**config.mk**
```make
export PLATFORM = sky130hd
export DESIGN_NAME = swdr_cell
export DESIGN_NICKNAME = d
export VERILOG_FILES = /design/src/rtl/swdr_pkg.sv /design/src/rtl/swdr_cell.sv
export SDC_FILE = /design/constraint.sdc
export NUM_CORES = 1
export LEC_CHECK = 0
export BUFFER_PORTS_ARGS = -buffer_cell sky130_fd_sc_hd__clkbuf_2
export CORE_ASPECT_RATIO = 1.2
export CORE_MARGIN = 2
export CORE_UTILIZATION = 30
export DETAILED_ROUTE_END_ITERATION = 6
export HOLD_SLACK_MARGIN = 0.06
export PLACE_DENSITY = 0.71
export SLEW_MARGIN = 10
export SYNTH_ARGS = -nofsm -noshare
export SYNTH_HDL_FRONTEND = slang
export SYNTH_SLANG_ARGS = --single-unit
```
**constraint.sdc**
```tcl
create_clock -name i_clk -period 2.9 [get_ports i_clk]
set_input_delay 0.145 -clock i_clk [delete_from_list [all_inputs] [get_ports i_clk]]
set_output_delay 0.145 -clock i_clk [all_outputs]
set_load 0.02 [all_outputs]
```
**src/rtl/swdr_pkg.sv**
```systemverilog
// Shared types, sizes and key conversion for the sort-with-dense-rank block.
// No dependencies; used by swdr_cell and sort_with_dense_rank.
`timescale 1ns / 1ps

package swdr_pkg;

    localparam int MAX_SAMPLES = 64;
    localparam int KEY_BITS    = 32;

    localparam int IN_W        = 32;
    localparam int CNT_W       = $clog2(MAX_SAMPLES + 1);
    localparam int POS_W       = 6;
    localparam int CASE_W      = 7;
    localparam int RANK_W      = 7;
    localparam int OUT_FIELD_W = POS_W + CASE_W + RANK_W;
    localparam int OUT_DATA_W  = ((OUT_FIELD_W + 7) / 8) * 8;
    localparam int EXT_W       = (KEY_BITS > IN_W) ? KEY_BITS : IN_W;

    typedef logic [KEY_BITS-1:0] t_key;

    typedef struct packed {
        t_key              key;
        logic [CASE_W-1:0] case_num;
    } t_cell;

    typedef enum logic {
        ST_LOAD,
        ST_UNLOAD
    } t_state;

    // Sign-extend the input word and keep the low KEY_BITS bits.
    function automatic t_key key_of(input logic [IN_W-1:0] value);
        logic [EXT_W-1:0] ext;
        ext = EXT_W'($signed(value));
        return ext[KEY_BITS-1:0];
    endfunction

endpackage

```
**src/rtl/swdr_cell.sv**
```systemverilog
// One cell of the insertion chain: holds a key and its case number.
// Depends on swdr_pkg (t_cell, t_key, CASE_W).
`timescale 1ns / 1ps

module swdr_cell (
    input  logic                      i_clk,
    input  logic                      i_ins,
    input  logic                      i_shift,
    input  logic                      i_occ,
    input  swdr_pkg::t_key            i_key,
    input  logic [swdr_pkg::CASE_W-1:0] i_case,
    input  swdr_pkg::t_cell           i_prev,
    input  logic                      i_prev_gt,
    input  swdr_pkg::t_cell           i_next,
    output swdr_pkg::t_cell           o_data,
    output logic                      o_gt
);

    swdr_pkg::t_cell r_data;

    // An empty cell counts as greater, so a key not below any stored key lands in the first free slot.
    assign o_gt   = !i_occ || ($signed(r_data.key) > $signed(i_key));
    assign o_data = r_data;

    always_ff @(posedge i_clk) begin
        if (i_ins && o_gt) begin
            if (i_prev_gt) begin
                r_data <= i_prev;
            end else begin
                r_data.key      <= i_key;
                r_data.case_num <= i_case;
            end
        end else if (i_shift) begin
            r_data <= i_next;
        end
    end

endmodule

```
After elaboration in Yosys (flattened, before gate mapping)
Cells that the tools add are included.

Register bits after elaboration: 39. Output and inout port bits: 40. Word-level logic and storage cells: 10.

$lt $le $gt $ge: 1. Multiplexer cells: 3. Reductions and logical operators: 4.

Operators by type and width (number): 2-to-1 mux 39 bit (3); greater-than comparator 32 bit (1); nonzero test 2 bit (1); logical AND 1 bit (1); logical NOT 1 bit (1); logical OR 1 bit (1).

Depth between registers and ports, before layout
Gate-level depths: netlist of run 1.

Word-level depth: 4. Mapped depth: 10.

Least setup slack after synthesis of run 1
No wires, ideal clock.

Kind: reg-to-reg. Start: reg r_data, in the netlist o_data[38]. End: reg r_data, in the netlist o_data[0] (enable). Library setup time: 0.347 ns. Data arrival time: 2.979 ns. Data required time: 2.553 ns. Slack: -0.426 ns. Stages on the path, launching flop included: 10. Buffers on the path: 1. Cells stage by stage: edfxtp_1 -> ha_1 -> nand4_1 -> or4_4 -> nand2b_4 -> and3_2 -> a2bb2oi_2 -> o311ai_2 -> buf_6 -> or2_2.

Word-level cells in the longest chain between the ends: 4.

Ends and longest elaborated chain: from (decl) (RTL line swdr_cell.sv:19) `swdr_pkg::t_cell r_data;`; from (signal assigned) (RTL line swdr_cell.sv:28) `r_data <= i_prev;`; from (signal assigned) (RTL line swdr_cell.sv:34) `r_data <= i_next;`; greater-than comparator 32 bit (RTL line swdr_cell.sv:22) `assign o_gt = !i_occ || ($signed(r_data.key) > $signed(i_key));`; logical OR 1 bit (RTL line swdr_cell.sv:22); logical AND 1 bit (RTL line swdr_cell.sv:26) `if (i_ins && o_gt) begin`; nonzero test 2 bit (no line).

No other way between the ends. A chain may end at the register's enable or synchronous reset.

Worst setup path after layout of run 1
Start: reg r_data, in the netlist o_data[34]. End: reg r_data, in the netlist o_data[3] (data pin).

Word-level cells in the longest chain between the ends: 4.

Ends and longest elaborated chain (RTL line): greater-than comparator 32 bit (swdr_cell.sv:22); logical OR 1 bit (swdr_cell.sv:22); logical AND 1 bit (swdr_cell.sv:26); 2-to-1 mux 39 bit (swdr_cell.sv:26).

No other way between the ends.

==> results_dict.tcl, run 1 <==
set metrics [dict create \
    status "finished, violations left" \
    violations "setup timing" \
    grt_max_degree 43 \
    grt_pass1_wl_um 12800 \
    post-route-period-util_pct 102 \
    max_stage_delay_ns 0.57 \
    final_nets 614 \
    clock_skew_ns 0.00508 \
    gp_congestion 0.793 \
    post-route-util_pct 43.5 \
    regToRegSetupSlack_ns -0.05 \
    synth_cells 286 \
    r2r_cells 9 \
    grt.met2_usage_pct 26.9 \
    syn-num-nets 440 \
    numCtsBuffers 5 \
    stdcell_area_sq_um 4370 \
    ant_nets 0 \
    clk_latency_ns 0.28 \
    cts_root_buf "clkbuf_16" \
    antennaDiodeCount 0 \
    ys_warn_count 0 \
    globalRouteMet1Util_pct 16.3 \
    core_sq_um 10100 \
    die_h_um 115 \
    vias 2752 \
    wire_per_inst_um 14.5 \
    busiest_layer "met2" \
    fmax_mhz 340 \
    muxShareOfSynthArea_pct 21.8 \
    drive_above_1_share_pct 52.5 \
    synth_xor_area_share_pct 0 \
    synth_edf_count 39 \
    dp_hpwl_um 6550 \
    yosysMostFrequentCell "nand2_1" \
    report.final.slew_viol_count 0 \
    dieWidth_um 96.8 \
    whs_ns 0.168 \
    p_per_area_nw_per_um2 576 \
    worst_slew_pin_slew_ns 0.803 \
    synth_commonest_cells "nand2_1 (40), edfxtp_1 (39), mux2_4 (39)" \
    drc 0 \
    critPathMaxFanout 6 \
    firstDrtPassIters 4 \
    swShare_pct 34.4 \
    grt.total_usage_pct 14.3 \
    yosysTopAreaCell "edfxtp_1" \
    setup_viol 40 \
    synth_area_sq_um 3100 \
    synth-simple-area-share_pct 9.29 \
    max-cap-violations 0 \
    grt_pass1_vias 2753 \
    yosys.area.top_type_share_pct 37.8 \
    cts_sinks 39 \
    cts_tree "done" \
    largest_reg_flops 39 \
    fillCellCount 991 \
    comb_power_share_pct 45.3 \
    required_ns 2.93 \
    first_iter_violations 97 \
    synth_compound_area_share_pct 11.0 \
    r2r-start "o_data[34]$_DFFE_PP_" \
    power.internal_mw 1.65 \
    ir_drop_uv 248 \
    synth_area_leaders "edfxtp_1 (38%), mux2_4 (19%), ha_1 (13%)" \
    yosysSeqAreaShare_pct 37.8 \
    period_minus_slack_ns 2.95 \
    ys_ff_latch 39 \
    register_area_sq_um 1170 \
    hold_class "in -> reg" \
    synth_top_family_by_area "multiplexers" \
    place_area_sq_um 4080 \
    reg2reg_to "o_data[3]$_DFFE_PP_" \
    criticalPathCategory "reg -> reg" \
    worstPathArrival_ns 2.97 \
    rows 40 \
    die_area_sq_um 11200 \
    cp-start-kind "flip-flop" \
    cts_hold_buf 0 \
    synth_fa_ha_area_share_pct 12.9 \
    multiInputGateArea_sq_um 1800 \
    hold_violations 0 \
    p_seq_share_pct 34.1 \
    worst_path_max_delay_cell "or4_4" \
    ios 162 \
    yosysUniqueCellTypes 28 \
    p_leak_nw 2.25 \
    min_to "o_data[14]$_DFFE_PP_" \
    cts_max_path_buffers 2 \
    syn_to_final_growth_pct 41.2 \
    rsz0062_at_grt "true" \
    fin_ws_ns -0.0455 \
    hold_start "i_next[14]" \
    avgViaCountPerCell 4.69 \
    max_slew_margin_pct 46.5 \
    grt_use_met3_pct 2.61 \
    cp_cell_sequence "ha_4, nand4_1, or4_4, nand2b_4, and3_4, a2bb2oi_4, o311ai_4, clkbuf_16, mux2_4" \
    critPathCaptureType "flip-flop" \
    synth.avg_cell_area_sq_um 10.8 \
    antenna_found_initial 0 \
    initial_core_util_pct 30.8 \
    htreeDepth 2 \
    p_sw_uw 867 \
    clkTransAtPathRegs_ns 0.06 \
    io_buffer_count 161 \
    holdPathStages 2 \
    ys.flop_type "edfxtp_1" \
    grt-ovfl-total 0 \
    routed_wl_um 8490 \
    async_flop_share_pct 0 \
    power_frac_clock_pct 20.6 \
]
==> worst max path at each step <==
stage,slack (ns),start,to
after floorplan,-0.09,o_data[33]$_DFFE_PP_,o_data[0]$_DFFE_PP_
after global placement,0.04,o_data[34]$_DFFE_PP_,o_data[1]$_DFFE_PP_
after detailed placement,-0.09,o_data[34]$_DFFE_PP_,o_data[13]$_DFFE_PP_
after CTS,-0.07,o_data[34]$_DFFE_PP_,o_data[37]$_DFFE_PP_
after global routing,-0.14,o_data[34]$_DFFE_PP_,o_data[22]$_DFFE_PP_
final,-0.05,o_data[34]$_DFFE_PP_,o_data[3]$_DFFE_PP_
==> worst max-delay path: cells and delay by family, from the launching register on <==
| family | cells | cell delay, ns |
|---|---|---|
| AOI/OAI and AO/OA | 2 | 0.38 |
| buffers and inverters | 1 | 0.22 |
| adders and majority gates | 1 | 0.30 |
| DFF | 1 | 0.43 |
| muxes | 1 | 0.29 |
| and+or+nand+nor | 4 | 1.08 |
==> final cells by class <==
type	count	area share, %
flip-flops and latches	39	26.8
clock inverters	2	0.172
well taps	126	3.61
inverters	35	3.00
multi-input cells	202	41.2
repair buffers	177	22.3
clock buffers	6	2.95
==> metal layers <==
layer / share of wire [%] / up-vias / routed length (um)
li1: - / 1386 / -
met5: 0 / - / 0
met4: 1.8 / 0 / 157
met3: 5.0 / 12 / 421
met1: 42 / 1254 / 3530
met2: 52 / 100 / 4380
==> cells in the final DEF, fill, tap and decap left out <==
cell type | synthesis | layout
o21a_1 | 1 | 1
nand3_1 | 3 | 3
clkbuf_2 | 0 | 161
clkinv_1 | 0 | 2
mux2_2 | 8 | 8
ha_4 | 0 | 2
nor4_1 | 1 | 1
inv_1 | 35 | 35
buf_6 | 6 | 5
mux2_4 | 39 | 39
nand2b_4 | 1 | 1
or3_1 | 1 | 1
nor2b_1 | 1 | 1
nor3_1 | 3 | 3
or2_4 | 0 | 2
a2bb2oi_4 | 0 | 1
o311ai_4 | 0 | 2
clkbuf_16 | 0 | 6
edfxtp_1 | 39 | 39
o21ai_0 | 36 | 35
and3_4 | 0 | 1
or4_4 | 1 | 1
o211ai_1 | 2 | 2
ha_1 | 32 | 30
o21ai_2 | 0 | 1
buf_4 | 0 | 9
clkbuf_1 | 5 | 1
a21oi_1 | 16 | 16
buf_12 | 0 | 1
a21bo_2 | 1 | 1
a21o_1 | 1 | 1
nand2_1 | 40 | 40
nand4_1 | 8 | 8
a221oi_2 | 0 | 1
==> cell families after synthesis <==
kind of cell             count (synthesis)
AND/OR/NAND/NOR                         61
AO/OA/AOI/OAI                           60
buffers and inverters                   47
multiplexers                            47
flip-flops                              39
adder cells (fa/ha/maj)                 32
==> per-stage QoR <==
step                      power (mW)  TNS [ns]  cells  setup WS (ns)
after global routing            2.68     -8.95    587         -0.141
after floorplan                 1.58     -3.51    286        -0.0901
after CTS                       2.46     -3.99    580        -0.0674
after global placement          1.89         0    570         0.0358
after detailed placement        1.91     -5.42    570        -0.0913
final                           2.52     -1.29    587        -0.0455
==> power by group through the flow <==
stage / registers [mW] / logic (mW) / clock network [mW]
finish: 0.859 / 1.14 / 0.519
global route: 0.872 / 1.25 / 0.561
CTS: 0.862 / 1.06 / 0.535
detailed placement: 0.873 / 1.04 / 0
global placement: 0.865 / 1.02 / 0
floorplan: 1.01 / 0.573 / 0
==> timing repair <==
item | CTS | global route
setup endpoints to repair | 78 | 79
buffers inserted | 1 | 3
gates resized for setup | 3 | 14
gates cloned | 1 | 4
pin swaps | 1 | 5
No activity file was read; power rests on OpenSTA's default activity.
==> inputs of run 2 (changes only) <==
Settings changed: REMOVE_ABC_BUFFERS from default to 1.
==> run 2 against run 1 <==
  * The flow now finishes without violations
  * Sequential power about the same
  * Non-clock buffer count up 30
  * Maximum frequency up 2.0%
  * Critical path type unchanged
  * Highest routed layer unchanged
==> results_dict.tcl, run 2 (same netlist as run 1, synthesis figures left out) <==
set metrics [dict create \
    grt_pass1_wl_um 13100 \
    critPathCaptureType "flip-flop" \
    whs_ns 0.160 \
    cts_max_path_buffers 2 \
    max_slew_margin_pct 40.1 \
    die_h_um 115 \
    dp_hpwl_um 6810 \
    die_area_sq_um 11200 \
    rows 40 \
    final_cell_mix "clkbuf_2 (161), nand2_1 (40), mux2_4 (39), edfxtp_1 (39)" \
    power_mw 2.74 \
    hold_class "in -> reg" \
    dieWidth_um 96.8 \
    report.final.slew_viol_count 0 \
    io_buffer_count 161 \
    ant_nets 0 \
    clkTransAtPathRegs_ns 0.06 \
    r2r-start "o_data[32]$_DFFE_PP_" \
    path_buf_inv 2 \
    core_sq_um 10100 \
    vias 2873 \
    ir_drop_uv 212 \
    hold_violations 0 \
    numCtsBuffers 5 \
    fmax_mhz 346 \
    cts_hold_buf 0 \
    grt_pass1_vias 2813 \
    grt-ovfl-total 0 \
    p_leak_nw 2.42 \
    criticalPathCategory "reg -> reg" \
    required_ns 2.93 \
    cp_cell_sequence "ha_4, nand4_1, or4_4, nand2b_4, and3_4, a2bb2oi_4, o311ai_4, buf_4, buf_6, mux2_4" \
    finalSetupTns_ns 0 \
    grt.total_usage_pct 14.7 \
    post-route-period-util_pct 99.6 \
    avgViaCountPerCell 4.67 \
    clock_skew_ns 0.00390 \
    drive_above_1_share_pct 56.2 \
    place_area_sq_um 4200 \
    critPathMaxFanout 5 \
    regToRegSetupSlack_ns 0.01 \
    worst_slew_pin_slew_ns 0.898 \
    firstDrtPassIters 4 \
    crit_cells 10 \
    cp-start-kind "flip-flop" \
    wire_per_inst_um 14.0 \
    grt_max_degree 52 \
    setup_viol 0 \
    cts_sinks 39 \
    antenna_found_initial 0 \
    first_iter_violations 108 \
    critPathTopFamily "simple AND/OR/NAND/NOR gates" \
    gp_congestion 0.753 \
    r2r_cells 10 \
    max-cap-violations 0 \
    period_minus_slack_ns 2.89 \
    syn_to_final_growth_pct 50.6 \
    ios 162 \
    worst_path_max_delay_cell "or4_4" \
    post-route-util_pct 46.4 \
    crit_path_end "o_data[28]$_DFFE_PP_" \
    routed_wl_um 8600 \
    cts_root_buf "clkbuf_16" \
    p_per_area_nw_per_um2 588 \
    final_nets 642 \
    drc 0 \
    htreeDepth 2 \
    reg2reg_to "o_data[28]$_DFFE_PP_" \
    initial_core_util_pct 30.8 \
    max_stage_delay_ns 0.55 \
    clk_latency_ns 0.28 \
    stdcell_area_sq_um 4670 \
    cts_tree "done" \
    largest_reg_flops 39 \
    rsz0062_at_grt "true" \
    status "finished, final reports clean" \
    mostFrequentLayoutCell "clkbuf_2" \
    worstPathArrival_ns 2.92 \
    startpoint "o_data[32]$_DFFE_PP_" \
    antennaDiodeCount 0 \
]
-- run 2: area by class of cell --
cell class / count / area [sq um]
clock buffer: 5 / 125
clock inverter: 3 / 38.8
fill: 985 / 5390
inverter: 35 / 131
multi-input combinational: 200 / 1790
sequential: 39 / 1170
tap: 126 / 158
timing repair buffer: 207 / 1250
-- run 2: repair_timing --
| action | CTS | global route |
|---|---|---|
| setup endpoints to repair | 78 | 48 |
| gates cloned | 4 | 0 |
| setup buffers | 10 | 6 |
| gates resized for setup | 18 | 7 |
| pin swaps | 10 | 5 |
-- run 2: per-layer routing --
metal | vias up | routed length [um] | GRT usage, % | share of wire, %
met4 | 0 | 107 | 3.66 | 1.2
met2 | 94 | 4470 | 27.5 | 52
met5 | - | 0 | 0 | 0
met3 | 11 | 485 | 3.53 | 5.6
met1 | 1331 | 3540 | 16.9 | 41
li1 | 1437 | - | - | -
-- run 2: worst min path at each step --
stage	startpoint	to	depth (start not counted)	slack [ns]
finish	i_next[9]	o_data[9]$_DFFE_PP_	2	0.16
global route	i_next[9]	o_data[9]$_DFFE_PP_	2	0.15
CTS	i_next[9]	o_data[9]$_DFFE_PP_	2	0.15
detailed placement	i_next[11]	o_data[11]$_DFFE_PP_	2	0.45
global placement	i_next[24]	o_data[24]$_DFFE_PP_	2	0.45
floorplan	i_next[0]	o_data[0]$_DFFE_PP_	1	0.36
-- run 2: per-stage QoR --
stage | setup WS, ns | std cells
global route | -0.0502 | 615
detailed placement | -0.130 | 587
floorplan | -2.36 | 274
CTS | -0.0209 | 609
finish | 0.0120 | 615
global placement | -0.0689 | 587
-- run 2: where the power goes --
group	total, mW	internal, mW	switching, mW
clock network	0.623	0.401	0.221
registers	0.856	0.787	0.0687
logic	1.27	0.661	0.605
total	2.74	1.85	0.895
-- run 2: worst register-to-register path, stage by stage (launching register included) --
cell and delay [ns]:
edfxtp_1 0.43, ha_4 0.29, nand4_1 0.13, or4_4 0.55, nand2b_4 0.16, and3_4 0.18
a2bb2oi_4 0.16, o311ai_4 0.13, buf_4 0.18, buf_6 0.14, mux2_4 0.30
==> inputs of run 3 (changes only) <==
Settings changed: CTS_BUF_LIST from default to sky130_fd_sc_hd__clkbuf_4, SKIP_CTS_REPAIR_TIMING from default to 1.
==> run 3 against run 2 <==
  * The flow now finishes with violations (setup timing)
  * Clock skew is 0.010 ns higher
  * Via count is 1.8% higher
  * Wire length is 2.9% higher
  * Register-to-register slack worse by 0.05 ns
  * Worst setup slack worse by 0.048 ns
  * Critical endpoint is now o_data[16]$_DFFE_PP_
  * Largest cell class unchanged
==> results_dict.tcl, run 3 (same netlist as run 1, synthesis figures left out) <==
set metrics [dict create \
    status "finished, violations left" \
    violations "setup timing" \
    die_h_um 115 \
    syn_to_final_growth_pct 53.5 \
    die_area_sq_um 11200 \
    fin_ws_ns -0.0364 \
    holdPathStages 2 \
    numCtsBuffers 5 \
    ios 162 \
    core_sq_um 10100 \
    ir_drop_uv 212 \
    largest_reg_flops 39 \
    grt_pass1_vias 2710 \
    hold_violations 0 \
    initial_core_util_pct 30.8 \
    min_to "o_data[18]$_DFFE_PP_" \
    vias 2924 \
    whs_ns 0.0876 \
    period_minus_slack_ns 2.94 \
    cts_tree "done" \
    dieWidth_um 96.8 \
    r2r-start "o_data[30]$_DFFE_PP_" \
    drive_above_1_share_pct 54.9 \
    antenna_found_initial 0 \
    max_slew_margin_pct 39.1 \
    report.final.slew_viol_count 0 \
    clock_skew_ns 0.0139 \
    final_cells 629 \
    io_buffer_count 161 \
    routed_wl_um 8850 \
    fillCellCount 979 \
    firstDrtPassIters 4 \
    cts_root_buf "clkbuf_4" \
    cts_max_path_buffers 2 \
    r2r_cells 9 \
    wire_per_inst_um 14.1 \
    regToRegSetupSlack_ns -0.04 \
    fmax_mhz 341 \
    post-route-period-util_pct 101 \
    drc 0 \
    place_ws_ns -0.130 \
    final_cell_mix "clkbuf_2 (161), nand2_1 (40), mux2_4 (39), edfxtp_1 (39)" \
    finalSetupTns_ns -1.45 \
    antennaDiodeCount 0 \
    grt_max_degree 52 \
    avgViaCountPerCell 4.65 \
    critPathMaxFanout 20 \
    criticalPathCategory "reg -> reg" \
    max-cap-violations 0 \
    reg2reg_to "o_data[16]$_DFFE_PP_" \
    gp_congestion 0.753 \
    clkTransAtPathRegs_ns 0.12 \
    hold_class "in -> reg" \
    p_per_area_nw_per_um2 525 \
    grt_pass1_wl_um 12600 \
    first_iter_violations 88 \
    hold_start "i_next[18]" \
    grt-ovfl-total 0 \
    critPathCaptureType "flip-flop" \
    clk_latency_ns 0.36 \
    final_nets 656 \
    mostFrequentLayoutCell "clkbuf_2" \
    htreeDepth 2 \
    placedCellCount 587 \
    worstPathArrival_ns 3.06 \
    rows 40 \
    p_leak_nw 2.43 \
    cts_sinks 39 \
    grt.total_usage_pct 14.1 \
    rsz0062_at_grt "true" \
    worst_slew_pin_slew_ns 0.913 \
    dp_hpwl_um 6810 \
    cp-start-kind "flip-flop" \
    post-route-util_pct 47.3 \
    required_ns 3.02 \
    ant_nets 0 \
    setup_viol 76 \
]
## run 3: cell count changes in the layout (fill, tap and decap cells not counted), sizes merged
| cell | change |
|---|---|
| buf | -5 |
| clkbuf | +2 |
| dlygate4sd3 | +17 |
## run 3: worst max path at each step
| stage | from | cells after the start | end | slack (ns) |
|---|---|---|---|---|
| 5_1_grt | o_data[26]$_DFFE_PP_ | 9 | o_data[32]$_DFFE_PP_ | -0.11 |
| 6_report | o_data[30]$_DFFE_PP_ | 9 | o_data[16]$_DFFE_PP_ | -0.04 |
| 3_3_place_gp | o_data[36]$_DFFE_PP_ | 9 | o_data[9]$_DFFE_PP_ | -0.07 |
| 3_5_place_dp | o_data[37]$_DFFE_PP_ | 9 | o_data[3]$_DFFE_PP_ | -0.13 |
| 4_1_cts | o_data[37]$_DFFE_PP_ | 9 | o_data[3]$_DFFE_PP_ | -0.13 |
| 2_1_floorplan | o_data[30]$_DFFE_PP_ | 7 | o_data[0]$_DFFE_PP_ | -2.36 |
## run 3: worst max-delay path, stage by stage, from the launching register on
cell       delay (ns)
edfxtp_1         0.44
ha_1             0.32
nand4_1          0.15
or4_4            0.53
nand2b_4         0.16
and3_4           0.16
a2bb2oi_4        0.16
o311ai_4         0.24
or2_4            0.37
buf_12           0.17
## run 3: routing by layer
metal / track usage, % / vias to the layer above / share of wire, %
met5: 0 / - / 0
met3: 3.53 / 7 / 5.9
met1: 16.5 / 1355 / 41
met4: 3.38 / 0 / 0.93
met2: 25.8 / 99 / 53
li1: - / 1463 / -
## run 3: where the power goes
group / switching, mW / leakage (nW) / total (mW) / internal, mW
clock network: 0.190 / 0.0426 / 0.367 / 0.177
registers: 0.0737 / 0.398 / 0.859 / 0.785
logic: 0.606 / 1.99 / 1.27 / 0.667
total: 0.870 / 2.43 / 2.50 / 1.63
## run 3: area by class of cell
type                       instances  area (sq um)  area share, %
tap                              126           158           3.31
clock inverter                     3          38.8          0.816
sequential                        39          1170           24.6
clock buffer                       5          37.5          0.789
timing repair buffer             221          1390           29.2
multi-input combinational        200          1830           38.5
inverter                          35           131           2.76
## run 3: through the flow
stage	power [mW]	instance area (sq um)
after floorplan	1.56	3010
after global placement	1.95	4200
after detailed placement	1.98	4200
after CTS	2.35	4280
after global routing	2.65	4760
final	2.50	4760
